## src/rtl/core/scaled_rect_and_text_rasterizer_top_assert.svh

```systemverilog
// assertion macros for the rasterizer
`ifndef SCALED_RECT_AND_TEXT_RASTERIZER_TOP_ASSERT_SVH
`define SCALED_RECT_AND_TEXT_RASTERIZER_TOP_ASSERT_SVH

// same-cycle implication
`define SRT_ASSERT(label, clk, rst, ante, cons, msg) \
  label: assert property (@(posedge clk) disable iff (rst) (ante) |-> (cons)) else $error(msg);

// next-cycle implication
`define SRT_ASSERT_NEXT(label, clk, rst, ante, cons, msg) \
  label: assert property (@(posedge clk) disable iff (rst) (ante) |=> (cons)) else $error(msg);

`endif

```

## src/rtl/core/srt_pkg.sv

```systemverilog
// shared types, constants and glyph table of the rasterizer
package srt_pkg;

  localparam int FB_WIDTH = 640;
  localparam int FB_HEIGHT = 480;
  localparam int CELL_SIZE = 8;
  localparam int STORE_WORDS = FB_WIDTH * FB_HEIGHT / 2;
  localparam int STORE_AW = $clog2(STORE_WORDS);
  localparam int IDX_W = STORE_AW + 1;

  localparam int SPAN_W = 11;
  localparam int COORD_W = 13;
  localparam int SIZE_W = 10;
  localparam int READ_IDX_W = 18;
  localparam int MAX_DIM = (FB_WIDTH > FB_HEIGHT) ? FB_WIDTH : FB_HEIGHT;
  localparam int SCALE_W = $clog2(MAX_DIM + 1);
  localparam int PROD_W = COORD_W + SCALE_W + 1;
  localparam int MAG_W = PROD_W - 1;
  localparam int PX_W = $clog2(FB_WIDTH + 1);
  localparam int PY_W = $clog2(FB_HEIGHT + 1);
  localparam int QUEUE_DEPTH = 2;
  localparam int GLYPH_BITS = 35;

  localparam int CFG_IDX_W = 1;
  localparam logic [CFG_IDX_W-1:0] CFG_SPAN_X = 1'b0;
  localparam logic [CFG_IDX_W-1:0] CFG_SPAN_Y = 1'b1;
  localparam logic [SPAN_W-1:0] SPAN_X_RESET = 11'd320;
  localparam logic [SPAN_W-1:0] SPAN_Y_RESET = 11'd240;

  localparam logic [7:0] INK_Y_WHITE = 8'd235;
  localparam logic [7:0] INK_Y_BLACK = 8'd16;
  localparam logic [7:0] CHROMA_MID = 8'h80;
  localparam logic [15:0] HALF_CLEAR_BLACK = 16'h0080;
  localparam logic [15:0] HALF_CLEAR_WHITE = 16'hFF80;

  typedef enum logic [1:0] {
    KIND_CLEAR = 2'd0,
    KIND_RECT = 2'd1,
    KIND_CHAR = 2'd2,
    KIND_READ = 2'd3
  } kind_t;

  typedef enum logic [3:0] {
    ST_IDLE,
    ST_CLEAR,
    ST_READ_MEM,
    ST_READ_OUT,
    ST_GLYPH,
    ST_DIV_START,
    ST_DIV_WAIT,
    ST_CLIP,
    ST_RASTER
  } state_t;

  typedef struct packed {
    kind_t kind;
    logic signed [COORD_W-1:0] x;
    logic signed [COORD_W-1:0] y;
    logic [SIZE_W-1:0] w;
    logic [SIZE_W-1:0] h;
    logic white;
    logic with_bg;
    logic [7:0] code;
    logic [READ_IDX_W-1:0] index;
  } cmd_t;

  typedef struct packed {
    logic start;
    logic neg;
    logic [MAG_W-1:0] mag;
    logic [SPAN_W-1:0] den;
  } div_req_t;

  typedef struct packed {
    logic busy;
    logic done;
    logic neg;
    logic [MAG_W-1:0] mag;
  } div_rsp_t;

  // top bit flags a known code, rows top first, msb of each row leftmost
  function automatic logic [GLYPH_BITS:0] glyph_lookup(input logic [7:0] code);
    logic [GLYPH_BITS-1:0] g;
    logic ok;
    ok = 1'b1;
    case (code)
      8'h30: g = {5'd14, 5'd17, 5'd19, 5'd21, 5'd25, 5'd17, 5'd14};
      8'h31: g = {5'd4, 5'd12, 5'd4, 5'd4, 5'd4, 5'd4, 5'd14};
      8'h32: g = {5'd14, 5'd17, 5'd1, 5'd2, 5'd4, 5'd8, 5'd31};
      8'h33: g = {5'd30, 5'd1, 5'd1, 5'd14, 5'd1, 5'd1, 5'd30};
      8'h34: g = {5'd2, 5'd6, 5'd10, 5'd18, 5'd31, 5'd2, 5'd2};
      8'h35: g = {5'd31, 5'd16, 5'd16, 5'd30, 5'd1, 5'd1, 5'd30};
      8'h36: g = {5'd14, 5'd16, 5'd16, 5'd30, 5'd17, 5'd17, 5'd14};
      8'h37: g = {5'd31, 5'd1, 5'd2, 5'd4, 5'd8, 5'd8, 5'd8};
      8'h38: g = {5'd14, 5'd17, 5'd17, 5'd14, 5'd17, 5'd17, 5'd14};
      8'h39: g = {5'd14, 5'd17, 5'd17, 5'd15, 5'd1, 5'd1, 5'd14};
      8'h2B: g = {5'd0, 5'd4, 5'd4, 5'd31, 5'd4, 5'd4, 5'd0};
      8'h2D: g = {5'd0, 5'd0, 5'd0, 5'd31, 5'd0, 5'd0, 5'd0};
      8'h25: g = {5'd17, 5'd2, 5'd4, 5'd4, 5'd8, 5'd16, 5'd17};
      8'h2F: g = {5'd1, 5'd2, 5'd2, 5'd4, 5'd8, 5'd8, 5'd16};
      8'h3A: g = {5'd0, 5'd12, 5'd12, 5'd0, 5'd12, 5'd12, 5'd0};
      8'h2E: g = {5'd0, 5'd0, 5'd0, 5'd0, 5'd0, 5'd12, 5'd12};
      8'h41, 8'h61: g = {5'd14, 5'd17, 5'd17, 5'd31, 5'd17, 5'd17, 5'd17};
      8'h42, 8'h62: g = {5'd30, 5'd17, 5'd17, 5'd30, 5'd17, 5'd17, 5'd30};
      8'h43, 8'h63: g = {5'd14, 5'd17, 5'd16, 5'd16, 5'd16, 5'd17, 5'd14};
      8'h44, 8'h64: g = {5'd30, 5'd17, 5'd17, 5'd17, 5'd17, 5'd17, 5'd30};
      8'h45, 8'h65: g = {5'd31, 5'd16, 5'd16, 5'd30, 5'd16, 5'd16, 5'd31};
      8'h46, 8'h66: g = {5'd31, 5'd16, 5'd16, 5'd30, 5'd16, 5'd16, 5'd16};
      8'h47, 8'h67: g = {5'd14, 5'd17, 5'd16, 5'd23, 5'd17, 5'd17, 5'd15};
      8'h48, 8'h68: g = {5'd17, 5'd17, 5'd17, 5'd31, 5'd17, 5'd17, 5'd17};
      8'h49, 8'h69: g = {5'd14, 5'd4, 5'd4, 5'd4, 5'd4, 5'd4, 5'd14};
      8'h4A, 8'h6A: g = {5'd7, 5'd2, 5'd2, 5'd2, 5'd18, 5'd18, 5'd12};
      8'h4B, 8'h6B: g = {5'd17, 5'd18, 5'd20, 5'd24, 5'd20, 5'd18, 5'd17};
      8'h4C, 8'h6C: g = {5'd16, 5'd16, 5'd16, 5'd16, 5'd16, 5'd16, 5'd31};
      8'h4D, 8'h6D: g = {5'd17, 5'd27, 5'd21, 5'd21, 5'd17, 5'd17, 5'd17};
      8'h4E, 8'h6E: g = {5'd17, 5'd25, 5'd21, 5'd19, 5'd17, 5'd17, 5'd17};
      8'h4F, 8'h6F: g = {5'd14, 5'd17, 5'd17, 5'd17, 5'd17, 5'd17, 5'd14};
      8'h50, 8'h70: g = {5'd30, 5'd17, 5'd17, 5'd30, 5'd16, 5'd16, 5'd16};
      8'h51, 8'h71: g = {5'd14, 5'd17, 5'd17, 5'd17, 5'd21, 5'd18, 5'd13};
      8'h52, 8'h72: g = {5'd30, 5'd17, 5'd17, 5'd30, 5'd20, 5'd18, 5'd17};
      8'h53, 8'h73: g = {5'd15, 5'd16, 5'd16, 5'd14, 5'd1, 5'd1, 5'd30};
      8'h54, 8'h74: g = {5'd31, 5'd4, 5'd4, 5'd4, 5'd4, 5'd4, 5'd4};
      8'h55, 8'h75: g = {5'd17, 5'd17, 5'd17, 5'd17, 5'd17, 5'd17, 5'd14};
      8'h56, 8'h76: g = {5'd17, 5'd17, 5'd17, 5'd17, 5'd10, 5'd10, 5'd4};
      8'h57, 8'h77: g = {5'd17, 5'd17, 5'd17, 5'd21, 5'd21, 5'd21, 5'd10};
      8'h58, 8'h78: g = {5'd17, 5'd17, 5'd10, 5'd4, 5'd10, 5'd17, 5'd17};
      8'h59, 8'h79: g = {5'd17, 5'd17, 5'd10, 5'd4, 5'd4, 5'd4, 5'd4};
      8'h5A, 8'h7A: g = {5'd31, 5'd1, 5'd2, 5'd4, 5'd8, 5'd16, 5'd31};
      default: begin
        g = '0;
        ok = 1'b0;
      end
    endcase
    return {ok, g};
  endfunction

endpackage

```

## src/rtl/core/srt_cmd_if.sv

```systemverilog
// command channel carrying one drawing or read item
interface srt_cmd_if;
  logic valid;
  logic ready;
  logic [1:0] kind;
  logic signed [10:0] pos_x;
  logic signed [10:0] pos_y;
  logic [9:0] rect_width;
  logic [9:0] rect_height;
  logic ink_white;
  logic [6:0] cell_column;
  logic [5:0] cell_row;
  logic [7:0] char_code;
  logic with_background;
  logic [17:0] read_index;

  modport source (
    output valid, kind, pos_x, pos_y, rect_width, rect_height, ink_white,
           cell_column, cell_row, char_code, with_background, read_index,
    input ready
  );
  modport sink (
    input valid, kind, pos_x, pos_y, rect_width, rect_height, ink_white,
          cell_column, cell_row, char_code, with_background, read_index,
    output ready
  );
endinterface

```

## src/rtl/core/srt_front.sv

```systemverilog
// command intake, classification and command queue
module srt_front (
  input  logic           clk,
  input  logic           rst,
  srt_cmd_if.sink        cmd,
  output logic           q_valid,
  output srt_pkg::cmd_t  q_cmd,
  input  logic           q_pop
);
  import srt_pkg::*;

  localparam int PTR_W = $clog2(QUEUE_DEPTH);
  localparam int CNT_W = $clog2(QUEUE_DEPTH + 1);

  cmd_t entries [QUEUE_DEPTH];
  logic [PTR_W-1:0] wr_ptr;
  logic [PTR_W-1:0] rd_ptr;
  logic [CNT_W-1:0] count;
  cmd_t classified;
  logic push;

  always_comb begin
    classified.kind = kind_t'(cmd.kind);
    classified.white = cmd.ink_white;
    classified.with_bg = cmd.with_background;
    classified.code = cmd.char_code;
    classified.index = cmd.read_index;
    if (kind_t'(cmd.kind) == KIND_CHAR) begin
      classified.x = $signed(COORD_W'(cmd.cell_column) * COORD_W'(CELL_SIZE));
      classified.y = $signed(COORD_W'(cmd.cell_row) * COORD_W'(CELL_SIZE));
      classified.w = SIZE_W'(CELL_SIZE);
      classified.h = SIZE_W'(CELL_SIZE);
    end else begin
      classified.x = COORD_W'(cmd.pos_x);
      classified.y = COORD_W'(cmd.pos_y);
      classified.w = cmd.rect_width;
      classified.h = cmd.rect_height;
    end
  end

  assign cmd.ready = (count != CNT_W'(QUEUE_DEPTH));
  assign push = cmd.valid && cmd.ready;
  assign q_valid = (count != '0);
  assign q_cmd = entries[rd_ptr];

  always_ff @(posedge clk) begin
    if (push) begin
      entries[wr_ptr] <= classified;
    end
  end

  always_ff @(posedge clk) begin
    if (rst) begin
      wr_ptr <= '0;
      rd_ptr <= '0;
      count <= '0;
    end else begin
      if (push) begin
        wr_ptr <= (wr_ptr == PTR_W'(QUEUE_DEPTH - 1)) ? '0 : wr_ptr + 1'b1;
      end
      if (q_pop) begin
        rd_ptr <= (rd_ptr == PTR_W'(QUEUE_DEPTH - 1)) ? '0 : rd_ptr + 1'b1;
      end
      if (push && !q_pop) begin
        count <= count + 1'b1;
      end else if (!push && q_pop) begin
        count <= count - 1'b1;
      end
    end
  end

endmodule

```

## src/flat_wrapper.sv

```systemverilog
// flat-port wrapper written by rule: the top's interface ports become plain ports
module srt_front_flat import srt_pkg::*;
  (clk, rst, q_valid, q_cmd, q_pop, cmd_valid, cmd_kind, cmd_pos_x, cmd_pos_y, cmd_rect_width, cmd_rect_height, cmd_ink_white, cmd_cell_column, cmd_cell_row, cmd_char_code, cmd_with_background, cmd_read_index, cmd_ready);
  srt_cmd_if cmd_i ();
  input  logic clk;
  input  logic rst;
  output logic q_valid;
  output srt_pkg::cmd_t q_cmd;
  input  logic q_pop;
  input wire logic [$bits(cmd_i.valid)-1:0] cmd_valid;
  input wire logic [$bits(cmd_i.kind)-1:0] cmd_kind;
  input wire logic [$bits(cmd_i.pos_x)-1:0] cmd_pos_x;
  input wire logic [$bits(cmd_i.pos_y)-1:0] cmd_pos_y;
  input wire logic [$bits(cmd_i.rect_width)-1:0] cmd_rect_width;
  input wire logic [$bits(cmd_i.rect_height)-1:0] cmd_rect_height;
  input wire logic [$bits(cmd_i.ink_white)-1:0] cmd_ink_white;
  input wire logic [$bits(cmd_i.cell_column)-1:0] cmd_cell_column;
  input wire logic [$bits(cmd_i.cell_row)-1:0] cmd_cell_row;
  input wire logic [$bits(cmd_i.char_code)-1:0] cmd_char_code;
  input wire logic [$bits(cmd_i.with_background)-1:0] cmd_with_background;
  input wire logic [$bits(cmd_i.read_index)-1:0] cmd_read_index;
  output wire logic [$bits(cmd_i.ready)-1:0] cmd_ready;
  assign cmd_i.valid = cmd_valid;
  assign cmd_i.kind = cmd_kind;
  assign cmd_i.pos_x = cmd_pos_x;
  assign cmd_i.pos_y = cmd_pos_y;
  assign cmd_i.rect_width = cmd_rect_width;
  assign cmd_i.rect_height = cmd_rect_height;
  assign cmd_i.ink_white = cmd_ink_white;
  assign cmd_i.cell_column = cmd_cell_column;
  assign cmd_i.cell_row = cmd_cell_row;
  assign cmd_i.char_code = cmd_char_code;
  assign cmd_i.with_background = cmd_with_background;
  assign cmd_i.read_index = cmd_read_index;
  assign cmd_ready = cmd_i.ready;
  srt_front u_core (.clk(clk), .rst(rst), .cmd(cmd_i), .q_valid(q_valid), .q_cmd(q_cmd), .q_pop(q_pop));
endmodule
```

## config.mk

```make
export PLATFORM = sky130hd
export DESIGN_NAME = srt_front_flat
export DESIGN_NICKNAME = d
export VERILOG_FILES = /design/src/rtl/core/scaled_rect_and_text_rasterizer_top_assert.svh /design/src/rtl/core/srt_pkg.sv /design/src/rtl/core/srt_cmd_if.sv /design/src/rtl/core/srt_front.sv /design/src/flat_wrapper.sv
export SDC_FILE = /design/constraint.sdc
export NUM_CORES = 1
export LEC_CHECK = 0
export CAP_MARGIN = 20
export CORE_ASPECT_RATIO = 2
export CORE_MARGIN = 3
export CORE_UTILIZATION = 55
export CTS_CLUSTER_DIAMETER = 60
export DETAILED_ROUTE_END_ITERATION = 8
export DONT_BUFFER_PORTS = 1
export GPL_TIMING_DRIVEN = 1
export PLACE_DENSITY = 0.7
export SLEW_MARGIN = 10
export SYNTH_ARGS = -nofsm -noshare
export SYNTH_HDL_FRONTEND = slang
export SYNTH_SLANG_ARGS = --single-unit
```

## constraint.sdc

```tcl
create_clock -name clk -period 3.41 [get_ports clk]
set_input_delay 0.5115 -clock clk [delete_from_list [all_inputs] [get_ports clk]]
set_output_delay 0.5115 -clock clk [all_outputs]
set_load 0.03 [all_outputs]
```

==> flow_summary.json <==
{
  "status": "completed",
  "synthToLayoutAreaGrowth_pct": 11.9,
  "grtUsageTotal_pct": 16.6,
  "placed_area_um2": 5910,
  "wirelength_met1_um": 3320,
  "synth-edff-count": 144,
  "hold_slack_ns": 0.159,
  "cp_slowest_cell": "dfxtp_4",
  "grt_max_degree": 73,
  "min_period_over_period_pct": 73.3,
  "placementRows": 52,
  "cts_hold_buf": 0,
  "topRoutingLayerUsed": "met4",
  "root_buffer": "clkbuf_16",
  "seqPwrFrac_pct": 47.2,
  "hold_class": "primary input to register",
  "vias": 2527,
  "cts_setup_buffers": 0,
  "setup_viol": 0,
  "first_pass_iters": 4,
  "fp.dieArea_um2": 11900,
  "clockBufferDepth": 2,
  "synth.area.top_cells": "edfxtp_1 (74%), mux2_1 (16%), and2_1 (3.0%)",
  "hpwlAfterDp_um": 6280,
  "slew_violations": 0,
  "fill_cells": 746,
  "synth-seq-cells": 149,
  "io_pins": 167,
  "vdd_drop_max_mv": 0.402,
  "setup_ws_ns": 0.910,
  "fin_tns_setup_ns": 0,
  "grt_overflow_total": 0,
  "power_density_nw_per_um2": 743,
  "clk-insertion-delay-late_ns": 0.41,
  "synth_cell_types": 22,
  "intPower_uw": 3590,
  "critPathMaxStageDelay_ns": 0.69,
  "seq_area_frac_synth_pct": 75.9,
  "period_minus_slack_ns": 2.50,
  "viasPerCell": 5.57,
  "path_cells": "buf_4 > mux2_1",
  "cap_viol_max_count": 0,
  "netlist.area_leader.share_pct": 74.1,
  "register_area_um2": 4430,
  "synth_top_area_cell": "edfxtp_1",
  "crit_path_start_kind": "register",
  "nNetsFinal": 395,
  "netlist_area_um2": 5830,
  "start_util_pct": 57.1,
  "drtAntennaViolNets": 0,
  "required_ns": 2.90,
  "drt_iter0_drc": 119,
  "numCtsBuffers": 17,
  "htree_levels": 4,
  "leakagePower_uw": 0.00219,
  "cp_data_arrival_time_ns": 1.99,
  "remaining_drc_errors": 0,
  "ys_warn_count": 0,
  "io_buffers": 0,
  "gp_congestion": 0.738,
  "clock.fmax_mhz": 400,
  "power.share.combinational_pct": 13.5,
  "wirelength_um": 9670,
  "synth_async_sr_flop_share_pct": 0,
  "grt_pass1_wl_um": 14300,
  "grt_pass1_vias": 2676,
  "p_sw_uw": 1250,
  "tightestPinTransition_ns": 0.989,
  "cts_sinks": 149,
  "rsz0062_at_grt": "no",
  "endpoint_kind": "output port",
  "cts_resized": 0,
  "wl_met3_um": 852,
  "syn-mean-instance-area_um2": 19.5,
  "power_switching_share_pct": 25.9,
  "routedWlPerCell_um": 21.3,
  "path_clk_slew_ns": 0.06,
  "drive_gt1_share_pct": 11.6,
  "core_um2": 10200,
  "cts_tree": "done",
  "p_clk_share_pct": 39.2,
  "die_x_um": 78.8,
  "dpl_worst_slack_ns": 1.19,
  "fp.dieH_um": 152,
  "skew_ns": 0.00550,
  "postLayoutCellArea_um2": 6530,
  "multi_input_area_um2": 1270,
  "synthCells": 299,
  "ys.flop_type": "edfxtp_1",
  "maxSlewHeadroom_pct": 34.1,
  "hold_viol_final": 0,
  "synth_nets": 389,
  "route.met2.wl_um": 5270,
  "cp_max_fo": 38,
  "antenna_found_initial": 1,
  "crit_type": "register to output port"
}
==> worst paths after layout <==
check	startpoint	to	slack [ns]	cells past startpoint
min reg2reg	u_core.count[1]$_SDFFE_PP0P_	u_core.count[1]$_SDFFE_PP0P_	0.51	2
max reg2reg	u_core.count[0]$_SDFFE_PP0P_	u_core.entries[0][65]$_DFFE_PP_	1.19	4
max	register	q_cmd[50]	0.91	2
min	rst	register	0.16	1
==> synthesized netlist by cell type, types with 2 or more instances <==
cell type / count
clkbuf_1: 2
mux2_1: 85
inv_1: 2
buf_4: 5
dfxtp_1: 5
buf_6: 7
nand2b_1: 3
edfxtp_1: 144
buf_2: 2
a21oi_1: 2
nor2_1: 3
and2_1: 28
xor2_1: 2
==> area by class of cell <==
class	count	share of cell area, %
multi-input cells	132	19.5
clock inverters	13	2.76
well taps	135	2.59
flip-flops and latches	149	67.8
repair buffers	3	0.537
diodes	1	0.0383
clock buffers	19	6.63
inverters	2	0.115
==> flip-flops by register name, indices dropped and copies added (netlist names), named ones only <==
register	count
u_core.count	2
u_core.rd_ptr	1
u_core.wr_ptr	1
u_core.entries	144
==> worst max-delay path, delay by kind of cell, from the launching register on <==
| family | cells | cell delay, ns |
|---|---|---|
| buffers and inverters | 1 | 0.37 |
| flip-flops | 1 | 0.69 |
| multiplexers | 1 | 0.51 |
==> metal layers <==
layer / GRT usage (%) / up-vias
li1: - / 1147
met1: 17.0 / 1250
met2: 28.6 / 111
met3: 7.51 / 19
met4: 8.00 / 0
met5: 0 / -
==> cells in the final DEF, fill, tap and decap left out, drive strengths merged <==
cell type and n:
nand3b 1, diode 1, edfxtp 144, clkinvlp 3, nor2 3, dfxtp 5, clkinv 5, xor2 2
inv 3, a21bo 1, and3 1, or2 1, mux2 85, a21oi 2, buf 3, o21ai 1
nand2b 4, ha 1, clkbuf 19, and2 28, or3 1, xnor2 1, bufinv 4
==> per-stage QoR <==
stage | cells | power [µW] | util (%)
3_5_place_dp | 421 | 3000 | 57.9
2_1_floorplan | 299 | 2910 | -
3_3_place_gp | 421 | 2980 | 57.9
6_report | 454 | 4850 | 63.9
4_1_cts | 453 | 4900 | 63.9
5_1_grt | 454 | 5020 | 63.9
==> logic make-up after synthesis <==
logic type,share of synthesized area (%)
AND/OR/NAND/NOR,4.21
buffers and inverters,2.42
adder cells (fa/ha/maj),0.215
AO/OA/AOI/OAI,0.429
multiplexers,16.4
flip-flops,75.9
XOR/XNOR,0.451
==> power by group through the flow <==
stage          combinational [µW]  sequential [µW]  clock (µW)
4_1_cts                       669             2290        1940
3_5_place_dp                  666             2330           0
6_report                      657             2290        1900
2_1_floorplan                 607             2300           0
5_1_grt                       696             2310        2010
3_3_place_gp                  657             2320           0
(Power assumes the default switching activity.)
