**config.mk**
```make
export PLATFORM = sky130hd
export DESIGN_NAME = srt_div
export DESIGN_NICKNAME = d
export VERILOG_FILES = /design/src/rtl/core/scaled_rect_and_text_rasterizer_top_assert.svh /design/src/rtl/core/srt_pkg.sv /design/src/rtl/core/srt_div.sv
export SDC_FILE = /design/constraint.sdc
export NUM_CORES = 1
export LEC_CHECK = 0
export BUFFER_PORTS_ARGS = -buffer_cell sky130_fd_sc_hd__buf_2
export CORE_MARGIN = 2
export CORE_UTILIZATION = 45
export DETAILED_ROUTE_END_ITERATION = 12
export PLACE_DENSITY = 0.69
export SETUP_SLACK_MARGIN = 0.2
export SLEW_MARGIN = 0
export SYNTH_ARGS = -nofsm -noshare
export SYNTH_HDL_FRONTEND = slang
export SYNTH_SLANG_ARGS = --single-unit
```
**constraint.sdc**
```tcl
create_clock -name clk -period 2.8 [get_ports clk]
set_input_delay 0.42 -clock clk [delete_from_list [all_inputs] [get_ports clk]]
set_output_delay 0.42 -clock clk [all_outputs]
set_load 0.02 [all_outputs]
```
**src/rtl/core/scaled_rect_and_text_rasterizer_top_assert.svh**
```systemverilog
// assertion macros for the rasterizer
`ifndef SCALED_RECT_AND_TEXT_RASTERIZER_TOP_ASSERT_SVH
`define SCALED_RECT_AND_TEXT_RASTERIZER_TOP_ASSERT_SVH

// same-cycle implication
`define SRT_ASSERT(label, clk, rst, ante, cons, msg) \
  label: assert property (@(posedge clk) disable iff (rst) (ante) |-> (cons)) else $error(msg);

// next-cycle implication
`define SRT_ASSERT_NEXT(label, clk, rst, ante, cons, msg) \
  label: assert property (@(posedge clk) disable iff (rst) (ante) |=> (cons)) else $error(msg);

`endif

```
**src/rtl/core/srt_pkg.sv**
```systemverilog
// shared types, constants and glyph table of the rasterizer
package srt_pkg;

  localparam int FB_WIDTH = 640;
  localparam int FB_HEIGHT = 480;
  localparam int CELL_SIZE = 8;
  localparam int STORE_WORDS = FB_WIDTH * FB_HEIGHT / 2;
  localparam int STORE_AW = $clog2(STORE_WORDS);
  localparam int IDX_W = STORE_AW + 1;

  localparam int SPAN_W = 11;
  localparam int COORD_W = 13;
  localparam int SIZE_W = 10;
  localparam int READ_IDX_W = 18;
  localparam int MAX_DIM = (FB_WIDTH > FB_HEIGHT) ? FB_WIDTH : FB_HEIGHT;
  localparam int SCALE_W = $clog2(MAX_DIM + 1);
  localparam int PROD_W = COORD_W + SCALE_W + 1;
  localparam int MAG_W = PROD_W - 1;
  localparam int PX_W = $clog2(FB_WIDTH + 1);
  localparam int PY_W = $clog2(FB_HEIGHT + 1);
  localparam int QUEUE_DEPTH = 2;
  localparam int GLYPH_BITS = 35;

  localparam int CFG_IDX_W = 1;
  localparam logic [CFG_IDX_W-1:0] CFG_SPAN_X = 1'b0;
  localparam logic [CFG_IDX_W-1:0] CFG_SPAN_Y = 1'b1;
  localparam logic [SPAN_W-1:0] SPAN_X_RESET = 11'd320;
  localparam logic [SPAN_W-1:0] SPAN_Y_RESET = 11'd240;

  localparam logic [7:0] INK_Y_WHITE = 8'd235;
  localparam logic [7:0] INK_Y_BLACK = 8'd16;
  localparam logic [7:0] CHROMA_MID = 8'h80;
  localparam logic [15:0] HALF_CLEAR_BLACK = 16'h0080;
  localparam logic [15:0] HALF_CLEAR_WHITE = 16'hFF80;

  typedef enum logic [1:0] {
    KIND_CLEAR = 2'd0,
    KIND_RECT = 2'd1,
    KIND_CHAR = 2'd2,
    KIND_READ = 2'd3
  } kind_t;

  typedef enum logic [3:0] {
    ST_IDLE,
    ST_CLEAR,
    ST_READ_MEM,
    ST_READ_OUT,
    ST_GLYPH,
    ST_DIV_START,
    ST_DIV_WAIT,
    ST_CLIP,
    ST_RASTER
  } state_t;

  typedef struct packed {
    kind_t kind;
    logic signed [COORD_W-1:0] x;
    logic signed [COORD_W-1:0] y;
    logic [SIZE_W-1:0] w;
    logic [SIZE_W-1:0] h;
    logic white;
    logic with_bg;
    logic [7:0] code;
    logic [READ_IDX_W-1:0] index;
  } cmd_t;

  typedef struct packed {
    logic start;
    logic neg;
    logic [MAG_W-1:0] mag;
    logic [SPAN_W-1:0] den;
  } div_req_t;

  typedef struct packed {
    logic busy;
    logic done;
    logic neg;
    logic [MAG_W-1:0] mag;
  } div_rsp_t;

  // top bit flags a known code, rows top first, msb of each row leftmost
  function automatic logic [GLYPH_BITS:0] glyph_lookup(input logic [7:0] code);
    logic [GLYPH_BITS-1:0] g;
    logic ok;
    ok = 1'b1;
    case (code)
      8'h30: g = {5'd14, 5'd17, 5'd19, 5'd21, 5'd25, 5'd17, 5'd14};
      8'h31: g = {5'd4, 5'd12, 5'd4, 5'd4, 5'd4, 5'd4, 5'd14};
      8'h32: g = {5'd14, 5'd17, 5'd1, 5'd2, 5'd4, 5'd8, 5'd31};
      8'h33: g = {5'd30, 5'd1, 5'd1, 5'd14, 5'd1, 5'd1, 5'd30};
      8'h34: g = {5'd2, 5'd6, 5'd10, 5'd18, 5'd31, 5'd2, 5'd2};
      8'h35: g = {5'd31, 5'd16, 5'd16, 5'd30, 5'd1, 5'd1, 5'd30};
      8'h36: g = {5'd14, 5'd16, 5'd16, 5'd30, 5'd17, 5'd17, 5'd14};
      8'h37: g = {5'd31, 5'd1, 5'd2, 5'd4, 5'd8, 5'd8, 5'd8};
      8'h38: g = {5'd14, 5'd17, 5'd17, 5'd14, 5'd17, 5'd17, 5'd14};
      8'h39: g = {5'd14, 5'd17, 5'd17, 5'd15, 5'd1, 5'd1, 5'd14};
      8'h2B: g = {5'd0, 5'd4, 5'd4, 5'd31, 5'd4, 5'd4, 5'd0};
      8'h2D: g = {5'd0, 5'd0, 5'd0, 5'd31, 5'd0, 5'd0, 5'd0};
      8'h25: g = {5'd17, 5'd2, 5'd4, 5'd4, 5'd8, 5'd16, 5'd17};
      8'h2F: g = {5'd1, 5'd2, 5'd2, 5'd4, 5'd8, 5'd8, 5'd16};
      8'h3A: g = {5'd0, 5'd12, 5'd12, 5'd0, 5'd12, 5'd12, 5'd0};
      8'h2E: g = {5'd0, 5'd0, 5'd0, 5'd0, 5'd0, 5'd12, 5'd12};
      8'h41, 8'h61: g = {5'd14, 5'd17, 5'd17, 5'd31, 5'd17, 5'd17, 5'd17};
      8'h42, 8'h62: g = {5'd30, 5'd17, 5'd17, 5'd30, 5'd17, 5'd17, 5'd30};
      8'h43, 8'h63: g = {5'd14, 5'd17, 5'd16, 5'd16, 5'd16, 5'd17, 5'd14};
      8'h44, 8'h64: g = {5'd30, 5'd17, 5'd17, 5'd17, 5'd17, 5'd17, 5'd30};
      8'h45, 8'h65: g = {5'd31, 5'd16, 5'd16, 5'd30, 5'd16, 5'd16, 5'd31};
      8'h46, 8'h66: g = {5'd31, 5'd16, 5'd16, 5'd30, 5'd16, 5'd16, 5'd16};
      8'h47, 8'h67: g = {5'd14, 5'd17, 5'd16, 5'd23, 5'd17, 5'd17, 5'd15};
      8'h48, 8'h68: g = {5'd17, 5'd17, 5'd17, 5'd31, 5'd17, 5'd17, 5'd17};
      8'h49, 8'h69: g = {5'd14, 5'd4, 5'd4, 5'd4, 5'd4, 5'd4, 5'd14};
      8'h4A, 8'h6A: g = {5'd7, 5'd2, 5'd2, 5'd2, 5'd18, 5'd18, 5'd12};
      8'h4B, 8'h6B: g = {5'd17, 5'd18, 5'd20, 5'd24, 5'd20, 5'd18, 5'd17};
      8'h4C, 8'h6C: g = {5'd16, 5'd16, 5'd16, 5'd16, 5'd16, 5'd16, 5'd31};
      8'h4D, 8'h6D: g = {5'd17, 5'd27, 5'd21, 5'd21, 5'd17, 5'd17, 5'd17};
      8'h4E, 8'h6E: g = {5'd17, 5'd25, 5'd21, 5'd19, 5'd17, 5'd17, 5'd17};
      8'h4F, 8'h6F: g = {5'd14, 5'd17, 5'd17, 5'd17, 5'd17, 5'd17, 5'd14};
      8'h50, 8'h70: g = {5'd30, 5'd17, 5'd17, 5'd30, 5'd16, 5'd16, 5'd16};
      8'h51, 8'h71: g = {5'd14, 5'd17, 5'd17, 5'd17, 5'd21, 5'd18, 5'd13};
      8'h52, 8'h72: g = {5'd30, 5'd17, 5'd17, 5'd30, 5'd20, 5'd18, 5'd17};
      8'h53, 8'h73: g = {5'd15, 5'd16, 5'd16, 5'd14, 5'd1, 5'd1, 5'd30};
      8'h54, 8'h74: g = {5'd31, 5'd4, 5'd4, 5'd4, 5'd4, 5'd4, 5'd4};
      8'h55, 8'h75: g = {5'd17, 5'd17, 5'd17, 5'd17, 5'd17, 5'd17, 5'd14};
      8'h56, 8'h76: g = {5'd17, 5'd17, 5'd17, 5'd17, 5'd10, 5'd10, 5'd4};
      8'h57, 8'h77: g = {5'd17, 5'd17, 5'd17, 5'd21, 5'd21, 5'd21, 5'd10};
      8'h58, 8'h78: g = {5'd17, 5'd17, 5'd10, 5'd4, 5'd10, 5'd17, 5'd17};
      8'h59, 8'h79: g = {5'd17, 5'd17, 5'd10, 5'd4, 5'd4, 5'd4, 5'd4};
      8'h5A, 8'h7A: g = {5'd31, 5'd1, 5'd2, 5'd4, 5'd8, 5'd16, 5'd31};
      default: begin
        g = '0;
        ok = 1'b0;
      end
    endcase
    return {ok, g};
  endfunction

endpackage

```
**src/rtl/core/srt_div.sv**
```systemverilog
// radix-2 restoring divider for coordinate scaling
module srt_div (
  input  logic              clk,
  input  logic              rst,
  input  srt_pkg::div_req_t req,
  output srt_pkg::div_rsp_t rsp
);
  import srt_pkg::*;

  localparam int CNT_W = $clog2(MAG_W + 1);

  logic busy;
  logic done;
  logic neg;
  logic [CNT_W-1:0] cnt;
  logic [MAG_W-1:0] work;
  logic [SPAN_W-1:0] rem;
  logic [SPAN_W-1:0] den;
  logic [SPAN_W:0] trial;
  logic fits;

  assign trial = {rem, work[MAG_W-1]};
  assign fits = (trial >= {1'b0, den});

  always_ff @(posedge clk) begin
    if (req.start) begin
      work <= req.mag;
      rem <= '0;
      den <= req.den;
      neg <= req.neg;
      cnt <= '0;
    end else if (busy) begin
      rem <= fits ? SPAN_W'(trial - {1'b0, den}) : trial[SPAN_W-1:0];
      work <= {work[MAG_W-2:0], fits};
      cnt <= cnt + 1'b1;
    end
  end

  always_ff @(posedge clk) begin
    if (rst) begin
      busy <= 1'b0;
      done <= 1'b0;
    end else begin
      done <= 1'b0;
      if (req.start) begin
        busy <= 1'b1;
      end else if (busy && cnt == CNT_W'(MAG_W - 1)) begin
        busy <= 1'b0;
        done <= 1'b1;
      end
    end
  end

  assign rsp.busy = busy;
  assign rsp.done = done;
  assign rsp.neg = neg;
  assign rsp.mag = work;

endmodule

```
==> flow_summary.ini, run 1 <==
[critical_path]
critPathCaptureType = flip-flop
path_max_fanout = 16
critPathSlowestCell = fa_1
crit_chain = inv_1 > ha_1 > fa_1 > nor2b_4 > o31a_4 > o21ai_2 > a21o_4 > or3_1 > a311oi_1
critical_path_class = flip-flop to flip-flop
cp.arrival_ps = 2710
required_ps = 3030
cp-start-kind = flip-flop
slowest_delay_ps = 450

[grt]
grt_max_degree = 28
grt_pass1_vias = 1725
grt_first_pass_wirelength_mm = 8.148
top_usage_layer = met2
antenna_found_initial = 0
grt.met2_usage_pct = 26.75
use_met3_pct = 4.157
grt_overflow = 0
met1_usage_pct = 21.44
track_usage_pct = 16.79

[sta]
setup_ws_ps = 323.2
report.final.setup_viol = 0
fin_crit_sh_pct = 88.46
grt_setup_unrepaired = false
timing.fmax_mhz = 403.7
final-hold-violation-count = 0
tightest_slew_ps = 582.7
min_period_ps = 2477
slew_headroom_pct = 61.15
slew_violations = 0
tns_ps = 0
finClkSkew_ps = 15.77

[layout]
num-fill-cells = 502
multi_input_area_um2 = 1116
drive_above_1_share_pct = 36.88
syn2layout_area_growth_pct = 17.74
final_util_pct = 55.71
seq_area_um2 = 1411
design_area_um2 = 3105
nets = 333
antenna_cells = 0

[clocking]
root_buffer = clkbuf_8
clock-sinks = 53
numCtsBuffers = 5
cts_max_level = 2
clk_latency_ps = 310
cts_buffer_depth = 2
clkTransAtPathRegs_ps = 100
cts_tree = done
ctsHoldBuffers = 0

[logic_synthesis]
synthesis.area_um2 = 2638
seq_area_frac_synth_pct = 53.51
synth_ff_type = edfxtp_1
synth.area.top_cells = edfxtp_1 40%, dfxtp_1 14%, mux2_2 9.8%, ha_1 6.2%, nor2_1 2.8%
synth-seq-cells = 53
syn_nets = 270
synth_area_per_cell_um2 = 12.10
yosysUniqueCellTypes = 43
synth_top_area_cell = edfxtp_1
synth_cells = 218
synth_top_area_share_pct = 39.85
yosysWarnings = 0
async_flop_share_pct = 0
synth_edf_count = 35

[floorplan]
core_area_um2 = 5574
fp.dieW_um = 80.56
num_rows = 27
io_pins = 64
die_h_um = 80.56
die-area_um2 = 6490
start_util_pct = 47.32

[route]
routed_wl_mm = 4.943
vias_per_cell = 5.113
first_iter_violations = 89
post-route-drc-count = 0
num_vias = 1810
wl_per_cell_um = 13.96
first_pass_iters = 4
drtAntennaViolNets = 0

[job]
drv_cap = 0

[place]
placed_area_um2 = 3012
dpl.hpwl_mm = 3.651
portBuffers = 63
dp_worst_setup_slack_ps = 264.0
globalplace.congestion = 0.8142

[run_status]
status = finished, final reports clean

[power_and_ir_drop]
p_leak_nw = 1.311
irDropWorstVdd_uv = 321.9
power_density_nw_per_um2 = 548.2

[min_path]
hp-class = input pin to flip-flop
## layout by cell type, fill, tap and decap left out, types with 5 or more instances in the layout
master / instances
clkbuf_8: 5
o21ai_0: 7
inv_1: 15
nor2_1: 20
a21oi_1: 6
nand2_1: 11
xor2_1: 6
dfxtp_1: 18
buf_2: 63
edfxtp_1: 35
ha_1: 13
mux2_2: 23
## cells in the mapped netlist, types with 2 or more instances
| cell | instances |
|---|---|
| nor3_1 | 2 |
| o211ai_1 | 2 |
| nand3b_1 | 2 |
| dfxtp_1 | 18 |
| o311a_1 | 2 |
| nand2b_1 | 4 |
| a311oi_1 | 2 |
| a21o_1 | 2 |
| a32oi_1 | 4 |
| nor2_1 | 20 |
| xnor2_1 | 4 |
| clkbuf_1 | 3 |
| a211oi_1 | 3 |
| ha_1 | 13 |
| o21ai_0 | 7 |
| inv_1 | 15 |
| nand2_1 | 11 |
| a21oi_1 | 6 |
| buf_4 | 3 |
| o31ai_1 | 3 |
| edfxtp_1 | 35 |
| nand4_1 | 4 |
| mux2_2 | 23 |
| a2111o_1 | 2 |
| buf_1 | 3 |
| o21a_1 | 3 |
| xor2_1 | 6 |
## per-layer routing
layer  up-vias  wire length [um]
met2        41              2315
met1       827              2293
met4         0               119
li1        934                 -
met3         8               215
met5         -                 0
## worst paths after layout
kind / from / endpoint / slack (ps) / cells past startpoint
max: work[22] / rem[3] / 320 / 9
min: rst / busy / 270 / 2
max reg2reg: work[22] / rem[3] / 320 / 9
min reg2reg: rem[1] / rem[1] / 490 / 2
## critical path, delay by kind of cell, from the launching register on
kind,cells,cell delay [ps]
AO/OA/AOI/OAI,4,750
adder cells (fa/ha/maj),2,670
buffers and inverters,1,60
flip-flops,1,360
AND/OR/NAND/NOR,2,540
## metrics by stage
step | power (mW) | hold WS (ps) | cells
5_1_grt | 1.786 | 264.7 | 354
4_1_cts | 1.723 | 256.3 | 354
6_report | 1.703 | 265.8 | 354
3_3_place_gp | 1.284 | 475.2 | 346
3_5_place_dp | 1.291 | 476.5 | 346
2_1_floorplan | 1.185 | 452.9 | 218
## registers in the layout, indices dropped and copies added, names as in the netlist
| name | count |
|---|---|
| work | 23 |
| cnt | 5 |
| done | 1 |
| den | 11 |
| rem | 11 |
| neg | 1 |
| busy | 1 |
## logic make-up after synthesis
kind of cell / count (synthesis) / share of synthesized area (%)
XOR/XNOR: 10 / 3.321
multiplexers: 24 / 10.39
flip-flops: 53 / 53.51
AND/OR/NAND/NOR: 49 / 9.155
buffers and inverters: 26 / 4.459
adder cells (fa/ha/maj): 14 / 6.926
AO/OA/AOI/OAI: 42 / 12.24
## what timing repair did
action,4_1_cts,5_1_grt
setup endpoints to repair,0,8
gates resized for setup,0,2
setup buffers,0,0
## area by class of cell
class / instances / area share (%)
inverters: 15 / 1.813
flip-flops and latches: 53 / 45.45
repair buffers: 67 / 11.12
well taps: 72 / 2.901
multi-input cells: 139 / 35.94
clock buffers: 6 / 2.337
clock inverters: 2 / 0.4432
## report_power, final
group	internal, mW	total, mW	switching (mW)
Sequential	0.905	0.938	0.0330
Clock	0.179	0.431	0.252
Combinational	0.147	0.334	0.187
Power figures use the tool's default switching activity.
==> run 2: changes to the inputs <==
ABC_AREA = 1   (was not set)
PLACE_DENSITY = 0.68   (was 0.69)
==> run 2 against run 1 <==
Maximum frequency increased by 13%. Synthesized cell count increased by 67%. Synthesized area increased by 13%. Critical path type unchanged. Critical endpoint is now work[0].
==> flow_summary.ini, run 2 <==
[power_and_ir_drop]
p_leak_nw = 1.759
irDropWorstVdd_uv = 266.0
power_density_nw_per_um2 = 512.8

[floorplan]
fp.dieW_um = 85.37
num_rows = 29
start_util_pct = 46.65
die-area_um2 = 7287
core_area_um2 = 6386
die_h_um = 85.37
io_pins = 64

[clocking]
cts_tree = done
cts_buffer_depth = 2
clock-sinks = 53
post_cts_resize_count = 0
root_buffer = clkbuf_8
cts_max_level = 2
ctsHoldBuffers = 0
post_cts_buffers = 0
clk_latency_ps = 320
numCtsBuffers = 5
clkTransAtPathRegs_ps = 100

[layout]
syn2layout_area_growth_pct = 15.08
largest_reg_flops = 23
largest_register = work
antenna_cells = 0
final_common_cell = nand2_1
nets = 477
drive_above_1_share_pct = 23.47
top_regs = work (23), den (11), rem (11)
final_cell_mix = 138 x nand2_1, 63 x buf_2, 49 x inv_1
design_area_um2 = 3428
num-fill-cells = 615

[route]
num_vias = 2448
vias_per_cell = 4.867
post-route-drc-count = 0
routed_wl_mm = 6.147
first_pass_iters = 6
wl_per_cell_um = 12.22
first_iter_violations = 102
drtAntennaViolNets = 0

[logic_synthesis]
async_flop_share_pct = 0
synthesis.area_um2 = 2979
yosysUniqueCellTypes = 31
yosysWarnings = 0
synth_area_per_cell_um2 = 8.162
synth_top_area_cell = edfxtp_1
seq_area_frac_synth_pct = 47.38
syn_nets = 417
synth_cells = 365
synth-seq-cells = 53
synth_top_area_share_pct = 35.28
yosysMostFrequentCell = nand2_1
synth.area.top_cells = edfxtp_1 35%, nand2_1 17%, dfxtp_1 12%, inv_1 6.2%, ha_1 5.5%
synth_ff_type = edfxtp_1
netlist_top_cells_count = 138 x nand2_1, 49 x inv_1, 35 x edfxtp_1, 26 x nand3_1, 18 x dfxtp_1
synth_edf_count = 35

[sta]
timing.fmax_mhz = 457.5
report.final.setup_viol = 0
grt_setup_unrepaired = false
slew_violations = 0
final-hold-violation-count = 0
tns_ps = 0
finClkSkew_ps = 9.912
fin_crit_sh_pct = 78.07
tightest_slew_ps = 384.3
slew_headroom_pct = 74.35
min_period_ps = 2186

[critical_path]
slowest_delay_ps = 390
critPathCaptureType = flip-flop
critPathSlowestCell = edfxtp_1
critical_path_class = flip-flop to flip-flop
path_max_fanout = 12
cp-start-kind = flip-flop
required_ps = 2880
cp.arrival_ps = 2270
crit_chain = inv_1 > ha_1 > fa_1 > inv_1 > nand3_1 > nand3_1 > nand2_2 > nand4_4 > nand2_1 > nand2_1

[grt]
track_usage_pct = 17.91
grt_first_pass_wirelength_mm = 10.44
antenna_found_initial = 0
grt_overflow = 0
grt_max_degree = 27
grt_pass1_vias = 2320

[place]
portBuffers = 63
placed_area_um2 = 3314
dpl.hpwl_mm = 4.562
globalplace.congestion = 0.9127

[min_path]
hp-class = input pin to flip-flop

[job]
drv_cap = 0

[run_status]
status = finished, final reports clean
==> run 2: critical path: cells and delay by family, from the launching register on <==
kind | cells | cell delay (ps)
AND/OR/NAND/NOR | 6 | 990
adder cells (fa/ha/maj) | 2 | 400
flip-flops | 1 | 390
buffers and inverters | 2 | 150
==> run 2: layer usage <==
layer	vias up	share of wire [%]	wire (um)	GRT usage [%]
met3	14	3.5	213	3.696
li1	1282	-	-	-
met2	46	46	2819	28.27
met5	-	0	0	0
met1	1106	48	2946	23.92
met4	0	2.7	166	7.648
==> run 2: final timing paths <==
path / from / end / slack (ps) / depth (start not counted)
worst max-delay path: work[22] / work[0] / 610 / 10
worst min-delay path: req[8] / den[8] / 270 / 1
worst max register to register: work[22] / work[0] / 610 / 10
worst min register to register: cnt[4] / cnt[4] / 460 / 1
==> run 2: stage by stage <==
step / std cells / power, mW / hold WS [ps] / setup slack (ps) / utilization (%)
detailed placement: 495 / 1.230 / 445.7 / 635.7 / 51.90
global placement: 495 / 1.228 / 442.0 / 712.3 / 51.90
floorplan: 365 / 1.131 / 423.9 / 800.1 / -
CTS: 503 / 1.769 / 268.1 / 612.6 / 53.68
global route: 503 / 1.835 / 258.8 / 445.8 / 53.68
finish: 503 / 1.758 / 266.6 / 614.1 / 53.68
==> run 2: area by class of cell <==
cell class                      count  area, um^2  area share [%]
Inverter                           52       195.2           5.693
Multi-Input combinational cell    246        1266           36.93
Clock buffer                        5       68.82           2.007
Timing Repair Buffer               67       345.3           10.07
Tap cell                           77       96.34           2.810
Sequential cell                    53        1411           41.17
Clock inverter                      3       45.04           1.314
==> run 2: cells by family (layout without fill, tap and decap cells) <==
kind of cell	Yosys count	count (layout)	share of synthesized area, %
fa+ha+maj	14	14	6.132
flops	53	53	47.38
simple gates	218	218	33.47
compound gates	11	11	2.016
xor+xnor	3	3	0.8821
buf+inv	66	127	10.12
==> run 2: report_power, final <==
part           switching, mW  internal (mW)  total (mW)
clock network          0.276          0.270       0.546
registers             0.0290          0.898       0.927
logic                  0.185         0.0999       0.285
==> run 3: changes to the inputs <==
clock period = 2.1 ns   (was 2.8 ns; I/O delays follow)
==> run 3 against run 2 <==
Final area grew 3.3%. Critical path type unchanged. Core utilization grew 1.8 points. Via count grew 4.1%. Maximum frequency grew 20%. Total power grew 31%. Worst setup slack lost 330 ps. Die area is the same.
==> flow_summary.ini, run 3 (synthesis results as in run 2) <==
[run_status]
status = finished, final reports clean

[layout]
antenna_cells = 0
top_regs = work (23), den (11), rem (11)
drive_above_1_share_pct = 26.56
final_cell_mix = 138 x nand2_1, 63 x buf_2, 47 x inv_1
nets = 484
largest_reg_flops = 23
final_common_cell = nand2_1
design_area_um2 = 3541
largest_register = work
fin_cells = 510
syn2layout_area_growth_pct = 18.86

[route]
first_pass_iters = 4
first_iter_violations = 184
drtAntennaViolNets = 0
num_vias = 2548
post-route-drc-count = 0
vias_per_cell = 4.996
wl_per_cell_um = 12.75
routed_wl_mm = 6.503

[sta]
min_period_ps = 1816
final-hold-violation-count = 0
report.final.setup_viol = 0
timing.fmax_mhz = 550.8
grt_setup_unrepaired = true
fin_crit_sh_pct = 86.46
slew_violations = 0
finClkSkew_ps = 15.54
tns_ps = 0
slew_headroom_pct = 73.47
tightest_slew_ps = 397.6
whs_ps = 167.1

[place]
portBuffers = 63
placed_area_um2 = 3347
globalplace.congestion = 0.8824
dpl.hpwl_mm = 4.584
dp_cells = 498

[power_and_ir_drop]
irDropWorstVdd_uv = 323.3
p_leak_nw = 1.815
power_density_nw_per_um2 = 652.1
p_total_mw = 2.309

[job]
drv_cap = 0

[clocking]
cts_buffer_depth = 2
root_buffer = clkbuf_8
clk_latency_ps = 310
cts_tree = done
cts_max_level = 2
numCtsBuffers = 5
clock-sinks = 53
clkTransAtPathRegs_ps = 110
ctsHoldBuffers = 0

[critical_path]
worstRegToRegCells = 11
critical_path_class = flip-flop to flip-flop
cp-start-kind = flip-flop
required_ps = 2320
path_max_fanout = 5
critPathCaptureType = flip-flop
cp-startpoint = den[5]
cp.arrival_ps = 2030
reg2reg_from = den[5]

[floorplan]
die_h_um = 85.37
io_pins = 64
fp.dieW_um = 85.37
start_util_pct = 46.65
core_area_um2 = 6386
num_rows = 29
die-area_um2 = 7287

[min_path]
hold_path.startpoint = rst
hp-class = input pin to flip-flop
hold_depth = 2

[grt]
grt_overflow = 0
grt_max_degree = 27
grt_pass1_vias = 2340
track_usage_pct = 18.21
antenna_found_initial = 0
grt_first_pass_wirelength_mm = 10.63
[run 3: cell types whose count changed in the layout (fill, tap and decap cells not counted), sizes merged]
cell | before | now
clkinv | 2 | 1
bufinv | 1 | 0
clkbuf | 5 | 6
nand4 | 16 | 17
and2 | 1 | 2
buf | 67 | 72
clkinvlp | 0 | 1
[run 3: report_power, final]
group	switching [mW]	internal [mW]	total, mW
registers	0.0386	1.20	1.24
logic	0.253	0.144	0.397
clock network	0.361	0.316	0.677
total	0.652	1.66	2.31
[run 3: path summary, 6_finish.rpt]
| kind | to | slack (ps) |
|---|---|---|
| max | rem[1] | 280 |
| min | done | 170 |
| max reg2reg | rem[1] | 280 |
| min reg2reg | rem[10] | 470 |
[run 3: timing repair]
item / 4_1_cts / 5_1_grt
setup endpoints to repair: 2 / 12
cloned: 1 / 1
gates resized for setup: 0 / 10
pin swaps: 0 / 1
setup buffers: 0 / 2
[run 3: layout make-up]
cell class              count  area (um^2)
clock buffers               6        93.84
flip-flops and latches     53         1411
multi-input cells         248         1335
inverters                  52        195.2
repair buffers             72        390.4
fillers                   611         2845
well taps                  77        96.34
clock inverters             2        18.77
[run 3: routing by layer]
metal / vias up / global-route usage [%] / part of all wire (%)
li1: 1301 / - / -
met1: 1185 / 24.72 / 46
met2: 56 / 29.47 / 48
met3: 6 / 3.599 / 5.1
met4: 0 / 5.628 / 1.3
met5: - / 0 / 0
[run 3: critical path, stage by stage, from the launching register on]
cell      delay [ps]
edfxtp_1         330
inv_1             40
ha_1             350
nand2_1          110
nand2_2           60
nand2_1           80
nand2_2           70
nand2_2          140
and2_2           270
nand4_1          100
nand3_1          110
nand2_1           60
[run 3: stage by stage]
stage	setup slack [ps]	utilization, %
after global placement	265.0	52.41
after detailed placement	178.9	52.41
after CTS	186.3	54.37
final	284.4	55.45
after global routing	167.9	55.45
after floorplan	201.4	-
